$ cat config.mk
export PLATFORM = sky130hd
export DESIGN_NAME = tdpt_dpath
export DESIGN_NICKNAME = d
export VERILOG_FILES = /design/src/rtl/tdpt_pkg.sv /design/src/rtl/tdpt_dpath.sv
export SDC_FILE = /design/constraint.sdc
export NUM_CORES = 1
export LEC_CHECK = 0
export ABC_AREA = 0
export BUFFER_PORTS_ARGS = -buffer_cell sky130_fd_sc_hd__clkbuf_2
export CAP_MARGIN = 20
export CORE_ASPECT_RATIO = 1.4
export CORE_UTILIZATION = 45
export DETAILED_ROUTE_END_ITERATION = 8
export PLACE_DENSITY = 0.62
export SYNTH_ARGS = -nofsm -noshare
export SYNTH_HDL_FRONTEND = slang
export SYNTH_SLANG_ARGS = --single-unit
$ cat constraint.sdc
create_clock -name clock -period 6.84 [get_ports clock]
set_input_delay 0.684 -clock clock [delete_from_list [all_inputs] [get_ports clock]]
set_output_delay 0.684 -clock clock [all_outputs]
set_load 0.005 [all_outputs]
$ cat src/rtl/tdpt_pkg.sv
// Shared types and constants for the trial division prime test block.
package tdpt_pkg;

   localparam int NUMBER_WIDTH = 16;
   localparam int CNT_WIDTH    = $clog2(NUMBER_WIDTH);
   // One bit above the doubled width so that the square of the divisor after the
   // last useful one still compares correctly at the widest candidate.
   localparam int SQ_WIDTH     = 2 * NUMBER_WIDTH + 1;
   localparam int TDATA_WIDTH  = ((NUMBER_WIDTH + 7) / 8) * 8;

   localparam logic [NUMBER_WIDTH-1:0] FIRST_DIVISOR = NUMBER_WIDTH'(2);

   typedef enum logic [2:0] {
      ST_IDLE,
      ST_TEST,
      ST_DIVIDE,
      ST_EVAL,
      ST_DONE
   } state_type;

   // Commands from the controller to the datapath.
   typedef struct packed {
      logic load;
      logic div_start;
      logic div_step;
      logic next_div;
      logic out_load;
      logic out_prime;
   } cmd_type;

   // Status from the datapath to the controller.
   typedef struct packed {
      logic below_two;
      logic sq_over;
      logic rem_zero;
      logic div_last;
   } status_type;

endpackage

$ cat src/rtl/tdpt_dpath.sv
// Datapath: candidate, trial divisor with its square, bit-serial remainder and result register.
module tdpt_dpath (
   input  logic                                 clock,
   input  logic                                 reset,
   input  tdpt_pkg::cmd_type                    cmd,
   input  logic [tdpt_pkg::NUMBER_WIDTH-1:0]    candidate,
   output tdpt_pkg::status_type                 status,
   output logic [tdpt_pkg::NUMBER_WIDTH-1:0]    number_out,
   output logic                                 is_prime
);
   import tdpt_pkg::*;

   logic [NUMBER_WIDTH-1:0] cand_ff, cand_in;
   logic [NUMBER_WIDTH-1:0] div_ff, div_in;
   logic [SQ_WIDTH-1:0]     sq_ff, sq_in;
   logic [NUMBER_WIDTH-1:0] rem_ff, rem_in;
   logic [CNT_WIDTH-1:0]    cnt_ff, cnt_in;
   logic [NUMBER_WIDTH-1:0] num_out_ff, num_out_in;
   logic                    prime_out_ff, prime_out_in;

   logic [NUMBER_WIDTH:0]   shifted;
   logic [NUMBER_WIDTH:0]   diff;
   logic [NUMBER_WIDTH:0]   sq_step;

   always_comb begin
      shifted = {rem_ff, cand_ff[cnt_ff]};
      diff    = shifted - {1'b0, div_ff};
      // (d+1)^2 = d^2 + 2d + 1
      sq_step = {div_ff, 1'b1};

      cand_in      = cand_ff;
      div_in       = div_ff;
      sq_in        = sq_ff;
      rem_in       = rem_ff;
      cnt_in       = cnt_ff;
      num_out_in   = num_out_ff;
      prime_out_in = prime_out_ff;

      if (cmd.load) begin
         cand_in = candidate;
         div_in  = FIRST_DIVISOR;
         sq_in   = SQ_WIDTH'(FIRST_DIVISOR) * SQ_WIDTH'(FIRST_DIVISOR);
      end
      if (cmd.next_div) begin
         div_in = div_ff + NUMBER_WIDTH'(1);
         sq_in  = sq_ff + SQ_WIDTH'(sq_step);
      end
      if (cmd.div_start) begin
         rem_in = '0;
         cnt_in = CNT_WIDTH'(NUMBER_WIDTH - 1);
      end
      if (cmd.div_step) begin
         // Restoring step: the partial remainder stays below the divisor.
         if (!diff[NUMBER_WIDTH]) begin
            rem_in = diff[NUMBER_WIDTH-1:0];
         end else begin
            rem_in = shifted[NUMBER_WIDTH-1:0];
         end
         cnt_in = cnt_ff - CNT_WIDTH'(1);
      end
      if (cmd.out_load) begin
         num_out_in   = cand_ff;
         prime_out_in = cmd.out_prime;
      end
   end

   always_ff @(posedge clock) begin
      if (reset) begin
         div_ff <= FIRST_DIVISOR;
         sq_ff  <= SQ_WIDTH'(FIRST_DIVISOR) * SQ_WIDTH'(FIRST_DIVISOR);
      end else begin
         div_ff <= div_in;
         sq_ff  <= sq_in;
      end
   end

   always_ff @(posedge clock) begin
      cand_ff      <= cand_in;
      rem_ff       <= rem_in;
      cnt_ff       <= cnt_in;
      num_out_ff   <= num_out_in;
      prime_out_ff <= prime_out_in;
   end

   assign status.below_two = (cand_ff < FIRST_DIVISOR);
   assign status.sq_over   = (sq_ff > SQ_WIDTH'(cand_ff));
   assign status.rem_zero  = (rem_ff == '0);
   assign status.div_last  = (cnt_ff == '0);

   assign number_out = num_out_ff;
   assign is_prime   = prime_out_ff;

   a_sq_tracks: assert property (@(posedge clock) disable iff (reset)
      sq_ff == SQ_WIDTH'(div_ff) * SQ_WIDTH'(div_ff))
      else $error("divisor square out of step with divisor");

   a_rem_below_div: assert property (@(posedge clock) disable iff (reset)
      cmd.div_step |=> rem_ff < div_ff)
      else $error("partial remainder not below divisor");

endmodule

Word-level counts from Yosys, hierarchy flattened
Index checks and enable logic that the tools add are counted.
{"block": "op_classes", "order_cmp": 3, "addsub": 4, "reduce_logical": 4, "n_mux": 11}
{"operator": "$mux 16", "count": 5}
{"operator": "$mux 33", "count": 2}
{"operator": "$add 33x17->33", "count": 1}
{"operator": "$gt 33x16->1", "count": 1}
{"operator": "$sub 17x16->17", "count": 1}
{"operator": "$add 16x1->16 const B", "count": 1}
{"operator": "$logic_not 16->1", "count": 1}
{"operator": "$lt 16x2->1 const B", "count": 1}
{"operator": "$mux 4", "count": 2}
{"operator": "$lt 4x5->1 const B", "count": 1}
{"operator": "$bmux 1 s4", "count": 1}
{"operator": "$logic_not 4->1", "count": 1}
{"operator": "$reduce_bool 2->1", "count": 2}
{"operator": "$sub 4x1->4 const B", "count": 1}
{"operator": "$mux 1", "count": 1}
{"block": "word_totals", "regBits": 102, "output_inout_bits": 21, "in_bits": 24, "elab_cells": 29}

Depth between registers and ports, before layout
Gate-level depths: netlist of run 1.
{"block": "logic_depth", "depth_word": 5, "ltp_mapped": 14, "mapped_depth_nobuf": 13}

Worst setup path after synthesis of run 1
Ideal clock, no wire load.
{"block": "synth_path", "kind": "flip-flop to flip-flop", "from": "register cnt_ff[0]", "to": "register rem_ff[10], data pin", "synth_period_minus_slack_ps": 4210, "path_stages_with_launch": 15, "path_buffers": 2, "setup_slack_ps": 2630, "arrival_ps": 3942, "cell_sequence": "edfxtp_1 -> clkbuf_1 -> mux4_2 -> mux4_2 -> ha_1 -> fa_1 -> and2b_1 -> o2111ai_2 -> a31oi_2 -> a31oi_1 -> a21o_1 -> a311o_2 -> buf_6 -> mux2i_1 -> nor2_1"}
{"block": "synth_via", "elab_chain_cells": 5}
{"item": "start: declaration", "line_no": "tdpt_dpath.sv:17", "source": "logic [CNT_WIDTH-1:0] cnt_ff, cnt_in;"}
{"item": "start signal: assignment", "line_no": "tdpt_dpath.sv:80", "source": "cnt_ff <= cnt_in;"}
{"item": "$bmux 1 s4", "line_no": "tdpt_dpath.sv:26", "source": "shifted = {rem_ff, cand_ff[cnt_ff]};"}
{"item": "$mux 1 (implied by the code)", "line_no": "tdpt_dpath.sv:26"}
{"item": "$sub 17x16->17", "line_no": "tdpt_dpath.sv:27", "source": "diff = shifted - {1'b0, div_ff};"}
{"item": "$mux 16", "line_no": "tdpt_dpath.sv:54", "source": "if (!diff[NUMBER_WIDTH]) begin"}
{"item": "$mux 16", "line_no": "tdpt_dpath.sv:52", "source": "if (cmd.div_step) begin"}
{"item": "end signal: assignment", "line_no": "tdpt_dpath.sv:79", "source": "rem_ff <= rem_in;"}
{"item": "end: declaration", "line_no": "tdpt_dpath.sv:16", "source": "logic [NUMBER_WIDTH-1:0] rem_ff, rem_in;"}
No other way between the ends. The select of a mux whose other input is x is not followed.
A chain may end at the register's enable or synchronous reset.

Final worst setup path of run 1
{"block": "layout_path", "from": "register cnt_ff[0]", "to": "register rem_ff[1], data pin"}
The elaborated chain is that of the path after synthesis.

==> impl_results.md, run 1 <==
- Run status: complete, no violations
- Root Buffer: clkbuf_16
- PwrDens: between 200 and 300 nW/um2
- Cell breakdown of the critical path: mux4_2 -> mux4_2 -> ha_1 -> fa_1 -> and2b_1 -> o2111ai_2 -> a31oi_2 -> a31oi_1 -> a21o_1 -> a311o_2 -> mux2i_1 -> and2_1
- Post-CTS setup buffer count: 0
- DP Worst Slack: 2.30 ns
- Max frequency: 221 MHz
- Register area share after synthesis: 0.410
- Synthesized area per cell: about 9.6 um2
- Hold Path End: number_out[12]
- Initial antenna violation count: 0
- Number of synthesized register bits: 102
- Final Wtd Congestion: 0.877
- Worst Skew: 0.0104 ns
- Final HPWL DP: approximately 11 mm
- Most used cell, CP: mux4_2
- Area fraction of the dominant cell type after synthesis: 0.254
- Pleak: 2.84 nW
- Top cells by count, synth: nor2_1 (63), edfxtp_1 (53), inv_1 (52)
- CTS sink cnt: 102
- VDD IR max: around 0.18 mV
- Cell area after layout: between 6000 and 7000 um2
- CTS Hold Bufs: 0
- Global-route wire length before repair: 23.5 mm
- Initial DRC Count: between 150 and 200
- Largest buffer count on any clock path: 2
- RSZ-0062 raised after global routing: no
- First-pass detailed-route iteration total: 4
- Max_slew headroom: 0.442
- Yosys warns: 0
- Worst Hold Path Cells: 0
- Vias: 4905
- DRC violations left: 0
- Sw Ratio: 0.348
- Port buffer count: 44
- Reg2reg end: rem_ff[1]
- R2R Path Start: cnt_ff[0]
- Placed Cells: 861
- Final hold violations: 0
- Syn nets: 732
- Starting density of the core: 0.464
- Vias in the first global route: 5043
- Slowest cell on the critical path: a311o_2
- Syn-to-layout area delta: 10.3%
- Via density: 5.59
- Final wirelength: between 10 and 15 mm
- Count of flip-flops with a built-in enable after synthesis: 53
- Max_cap viols: 0
- Placed cell area: around 6600 um2
- Slew Limit Fails: 0
- Setup CP Type: reg2reg
- Hold_sp: cand_ff[12]
- CP Capture Type: flop
- Clock Latency Late Sink: ~0.35 ns
- CP required: 6.95 ns
- Yosys top cell by area: edfxtp_1
- Gr usage total: 0.207
- P_int: 1.33 mW
- CP delay by family, top: compound AO/OA/AOI/OAI gates
- Final setup vio count: 0
- Combinational power share: 0.365
- Max incr delay on CP: 0.61 ns
- Fraction of layout cells with a size suffix above 1: 0.121
- IO Pins: 45
- Startpoint types: flop
- Antenna-violating nets left: 0
- R2r setup slk: 2.31 ns
- Worst min path class: reg2reg
- N_diodes: 0
- Fill count: 1283
- Core Box Area: 13500 um2
- Worst R2R Path Depth: 12
- FP Rows: 50
- Post-synth cell types: 67
- Fin nets: 766
- Post-Synthesis Cell Area: 6270 um2
- CTS tree: built
- Cells resized by post-CTS repair: 0
- Die H: 142 um
- Final non-filler cell total: 877
- Slew @ Worst Pin: 0.838 ns
- Setup ws final: between 2 and 2.5 ns
- WP data arrival: roughly 4.7 ns
- Largest net degree at the start of global routing: 46
- GRT overflow: 0
- Switching pwr: 0.712 mW
- TNS Setup: 0 ns
- Final Power: about 2.0 mW
- Worst Path Buf+Inv: 0
- CTS clk-pin slew, worst paths: 0.08 ns
- Async S/R FF share, synth: 0
- Final cycle utilization of the critical path: 0.663
- Total CTS buffers: 9
- Crit-path max FO: 22
- Top FF cell, synth: edfxtp_1
- Die Wd: 102 um
- Clock power share: 0.244
- WL/cell: 16.0 um
- Die area: between 10000 and 15000 um2
- Most frequent cell after synthesis: nor2_1
- Flop pwr share: 0.390
- Min cycle time layout: 4.53 ns
- Top cells by area in the synthesized netlist: edfxtp_1 (25%), dfxtp_1 (16%), ha_1 (10%)
- Synthesized instance count: 656
- H-tree levels: 3
[metrics by stage]
stage / utilization / hold slack [ns]
final: 0.512 / 0.485
after floorplan: - / 0.450
after global routing: 0.512 / 0.489
after CTS: 0.512 / 0.495
after global placement: 0.491 / 0.469
after detailed placement: 0.491 / 0.474
[cells in the final DEF (no fill, tap or decap), types with 3 or more instances in the layout]
cell type  count
o211ai_1       3
nand2_1       36
nand3b_1       7
inv_1         52
clkbuf_2      44
a311oi_1       3
a31oi_1        9
a21oi_1       48
and4_1         3
o21a_1         5
a21o_1        22
nor2_1        63
nor3_1         9
ha_1          50
clkbuf_16      9
xnor2_1       28
dfxtp_1       49
a211oi_1      12
nor4_1        13
nor3b_1       11
nand3_1       12
and3_1         8
o21bai_1       6
xor2_1        10
mux2i_1        9
mux4_2         5
nand4_1       21
or2_2          4
o22ai_1        3
o21ai_0       24
nand2b_1       5
nor2b_1        8
edfxtp_1      53
[worst max path at each step]
stage	start	endpoint	slack [ns]	cells after the start
floorplan	cnt_ff[0]	rem_ff[10]	2.63	14
global placement	cnt_ff[0]	rem_ff[1]	2.38	12
detailed placement	cnt_ff[0]	rem_ff[1]	2.30	12
finish	cnt_ff[0]	rem_ff[1]	2.31	12
CTS	cnt_ff[0]	rem_ff[1]	2.31	12
global route	cnt_ff[0]	rem_ff[1]	2.11	12
[cell families after synthesis]
logic type               synth area share
multiplexers                       0.0401
AO/OA/AOI/OAI                       0.168
buffers and inverters              0.0477
AND/OR/NAND/NOR                     0.176
XOR/XNOR                           0.0531
flip-flops                          0.410
adder cells (fa/ha/maj)             0.106
[final cells by class]
cell class                      instances  area (um2)  share of cell area
Timing Repair Buffer                   46         235              0.0340
Clock buffer                            9         225              0.0325
Clock inverter                          7        62.6             0.00904
Inverter                               52         195              0.0282
Multi-Input combinational cell        479        3400               0.492
Sequential cell                       102        2570               0.372
Tap cell                              182         228              0.0329
[registers in the layout, indices dropped and copies added, names as in the netlist]
register	flops
rem_ff	16
cnt_ff	4
cand_ff	16
number_out	16
sq_ff	33
is_prime	1
div_ff	16
[power groups by stage]
| stage | registers [mW] | logic [mW] | clock network [mW] |
|---|---|---|---|
| floorplan | 0.785 | 0.645 | 0 |
| global placement | 0.813 | 0.725 | 0 |
| detailed placement | 0.815 | 0.745 | 0 |
| CTS | 0.801 | 0.748 | 0.514 |
| global route | 0.808 | 0.835 | 0.538 |
| finish | 0.799 | 0.748 | 0.500 |
[metal layers]
metal | GRT usage | vias to the layer above | share of wire | routed length (um)
li1 | - | 2469 | - | -
met1 | 0.243 | 2367 | 0.44 | 6160
met2 | 0.378 | 57 | 0.52 | 7340
met3 | 0.0340 | 12 | 0.020 | 287
met4 | 0.0641 | 0 | 0.015 | 212
met5 | 0 | - | 0 | 0
Power figures use the tool's default switching activity.
==> run 2, diff against run 1 <==
--- a/config.mk
+++ b/config.mk
@@ -11,7 +11,7 @@
 export CORE_ASPECT_RATIO = 1.4
 export CORE_UTILIZATION = 45
 export DETAILED_ROUTE_END_ITERATION = 8
-export PLACE_DENSITY = 0.62
+export PLACE_DENSITY = 0.65
 export SYNTH_ARGS = -nofsm -noshare
 export SYNTH_HDL_FRONTEND = slang
 export SYNTH_SLANG_ARGS = --single-unit
==> constraint.sdc (replaced) <==
create_clock -name clock -period 3.9 [get_ports clock]
set_input_delay 0.39 -clock clock [delete_from_list [all_inputs] [get_ports clock]]
set_output_delay 0.39 -clock clock [all_outputs]
set_load 0.005 [all_outputs]
==> impl_results.md, run 2 (synthesis results as in run 1) <==
- Gr usage total: 0.223 (+0.0155)
- CTS sink cnt: 102 (unchanged)
- Setup ws final: -0.214 ns (-2.52 ns)
- Final cycle utilization of the critical path: 1.05 (+0.392)
- Hold Path End: cand_ff[13]
- Most frequent cells in the layout: nor2_1 (63), edfxtp_1 (53), inv_1 (52), ha_1 (49), dfxtp_1 (49)
- Initial antenna violation count: 0 (unchanged)
- Worst R2R Path Depth: 13 (+1)
- Via density: 5.74 (+2.6%)
- Final Power: 3.89 mW (+90%)
- Worst Hold Path Cells: 1 (+1)
- Root Buffer: clkbuf_16
- First-pass detailed-route iteration total: 5 (+1)
- CTS tree: built
- PwrDens: 535 nW/um2 (+81%)
- Final hold slack: 0.209 ns (-0.276 ns)
- Crit-path max FO: 22 (unchanged)
- FP Rows: 50 (unchanged)
- Worst Skew: 0.00591 ns (-0.00446 ns)
- Pleak: 3.03 nW (+6.9%)
- Port buffer count: 44 (unchanged)
- Max incr delay on CP: 0.54 ns (-0.07 ns)
- Most flops, register: sq_ff
- GRT overflow: 0 (unchanged)
- Vias: 5244 (+6.9%)
- CP required: 4.12 ns (-2.83 ns)
- IO Pins: 45 (unchanged)
- DRC violations left: 0 (unchanged)
- Starting density of the core: 0.464 (unchanged)
- Slew Limit Fails: 0 (unchanged)
- Slew @ Worst Pin: 0.847 ns (+0.00896 ns)
- Final HPWL DP: 11.5 mm (+7.1%)
- R2R Path Start: cnt_ff[0]
- Min cycle time layout: 4.11 ns (-0.420 ns)
- Max_slew headroom: 0.436 (-0.00597)
- Max frequency: 243 MHz (+10%)
- Hold_sp: candidate[13]
- Die area: 14400 um2 (unchanged)
- Failing checks: setup timing
- Total CTS buffers: 9 (unchanged)
- Max_cap viols: 0 (unchanged)
- WL/cell: 16.7 um (+4.8%)
- Antenna-violating nets left: 0 (unchanged)
- Max reg flops: 33 (unchanged)
- Slowest cell on the critical path: mux4_2
- Global-route wire length before repair: 25.0 mm (+6.5%)
- Fin nets: 803 (+4.8%)
- Largest buffer count on any clock path: 2 (unchanged)
- Cell breakdown of the critical path: mux4_2 -> mux4_2 -> ha_4 -> fa_2 -> and2b_1 -> o2111ai_2 -> a31oi_4 -> a31oi_4 -> a21o_1 -> a311o_2 -> buf_12 -> mux2_4 -> nor2_2
- Fraction of layout cells with a size suffix above 1: 0.171 (+0.0499)
- VDD IR max: 0.560 mV (+220%)
- Die H: 142 um (unchanged)
- Run status: finished with violations
- Worst min path class: in2reg
- Clock Latency Late Sink: 0.35 ns (about the same)
- Final wirelength: 15.3 mm (+9.2%)
- Die Wd: 102 um (unchanged)
- WP data arrival: 4.33 ns (-0.32 ns)
- Initial DRC Count: 226 (+21%)
- Startpoint types: flop
- CTS Hold Bufs: 0 (unchanged)
- Setup CP Type: reg2reg
- Syn-to-layout area delta: 16.1%
- Fill count: 1251 (-2.5%)
- CTS clk-pin slew, worst paths: 0.07 ns (about the same)
- Core Box Area: 13500 um2 (unchanged)
- Final setup vio count: 16 (+16)
- Vias in the first global route: 5112 (+1.4%)
- Final hold violations: 0 (unchanged)
- R2r setup slk: -0.21 ns (-2.52 ns)
- Final core utilization: 0.539 (+0.0267)
- Reg2reg end: rem_ff[0]
- Final Wtd Congestion: 0.895 (+2.1%)
- Commonest non-fill, non-tap cell in the layout: nor2_1
- H-tree levels: 3 (unchanged)
- CP Capture Type: flop
- N_diodes: 0 (unchanged)
- RSZ-0062 raised after global routing: yes
- Largest net degree at the start of global routing: 32 (-30%)
==> run 2: worst max-delay path: cells and delay by family, from the launching register on <==
family,cells,cell delay [ns]
flip-flops,1,0.51
multiplexers,3,1.38
adder cells (fa/ha/maj),2,0.52
AO/OA/AOI/OAI,5,1.08
buffers and inverters,1,0.17
AND/OR/NAND/NOR,2,0.31
==> run 2: per-layer routing <==
layer  GRT usage  up-vias  routed length (um)
met5           0        -                   0
met4      0.0686        0                 266
met3      0.0286       24                 414
met2       0.410       78                8150
met1       0.263     2587                6470
li1            -     2555                   -
==> run 2: cell type report <==
cell class                 count  area (um2)  area share
clock buffer                   9         225      0.0309
clock inverter                 7        85.1      0.0117
multi-input combinational    479        3450       0.473
timing repair buffer          83         529      0.0727
inverter                      52         195      0.0268
sequential                   102        2570       0.353
tap                          182         228      0.0313
==> run 2: timing repair <==
action	4_1_cts	5_1_grt
buffers inserted	2	1
endpoints found under the setup margin	16	16
resized for setup	2	3
pin swaps	0	0
==> run 2: metrics by stage <==
step | setup TNS [ns] | cells | setup slack, ns | area (um2)
after floorplan | 0 | 656 | 0.0284 | 6290
after global placement | -1.49 | 895 | -0.139 | 6910
after detailed placement | -3.48 | 895 | -0.255 | 6910
after CTS | -2.93 | 913 | -0.232 | 7250
after global routing | -5.63 | 914 | -0.399 | 7280
final | -2.54 | 914 | -0.214 | 7280
==> run 2: worst max path at each step <==
stage,start,cells past startpoint,end,slack [ns]
after global placement,cnt_ff[0],13,rem_ff[1],-0.14
after global routing,cnt_ff[0],13,rem_ff[0],-0.40
after detailed placement,cnt_ff[0],14,rem_ff[2],-0.26
after floorplan,cnt_ff[0],14,rem_ff[10],0.03
after CTS,cnt_ff[0],13,rem_ff[0],-0.23
final,cnt_ff[0],13,rem_ff[0],-0.21
==> run 2: where the power goes <==
part | internal, mW | total, mW | switching, mW
logic | 0.753 | 1.54 | 0.788
clock network | 0.513 | 0.950 | 0.437
registers | 1.29 | 1.40 | 0.112
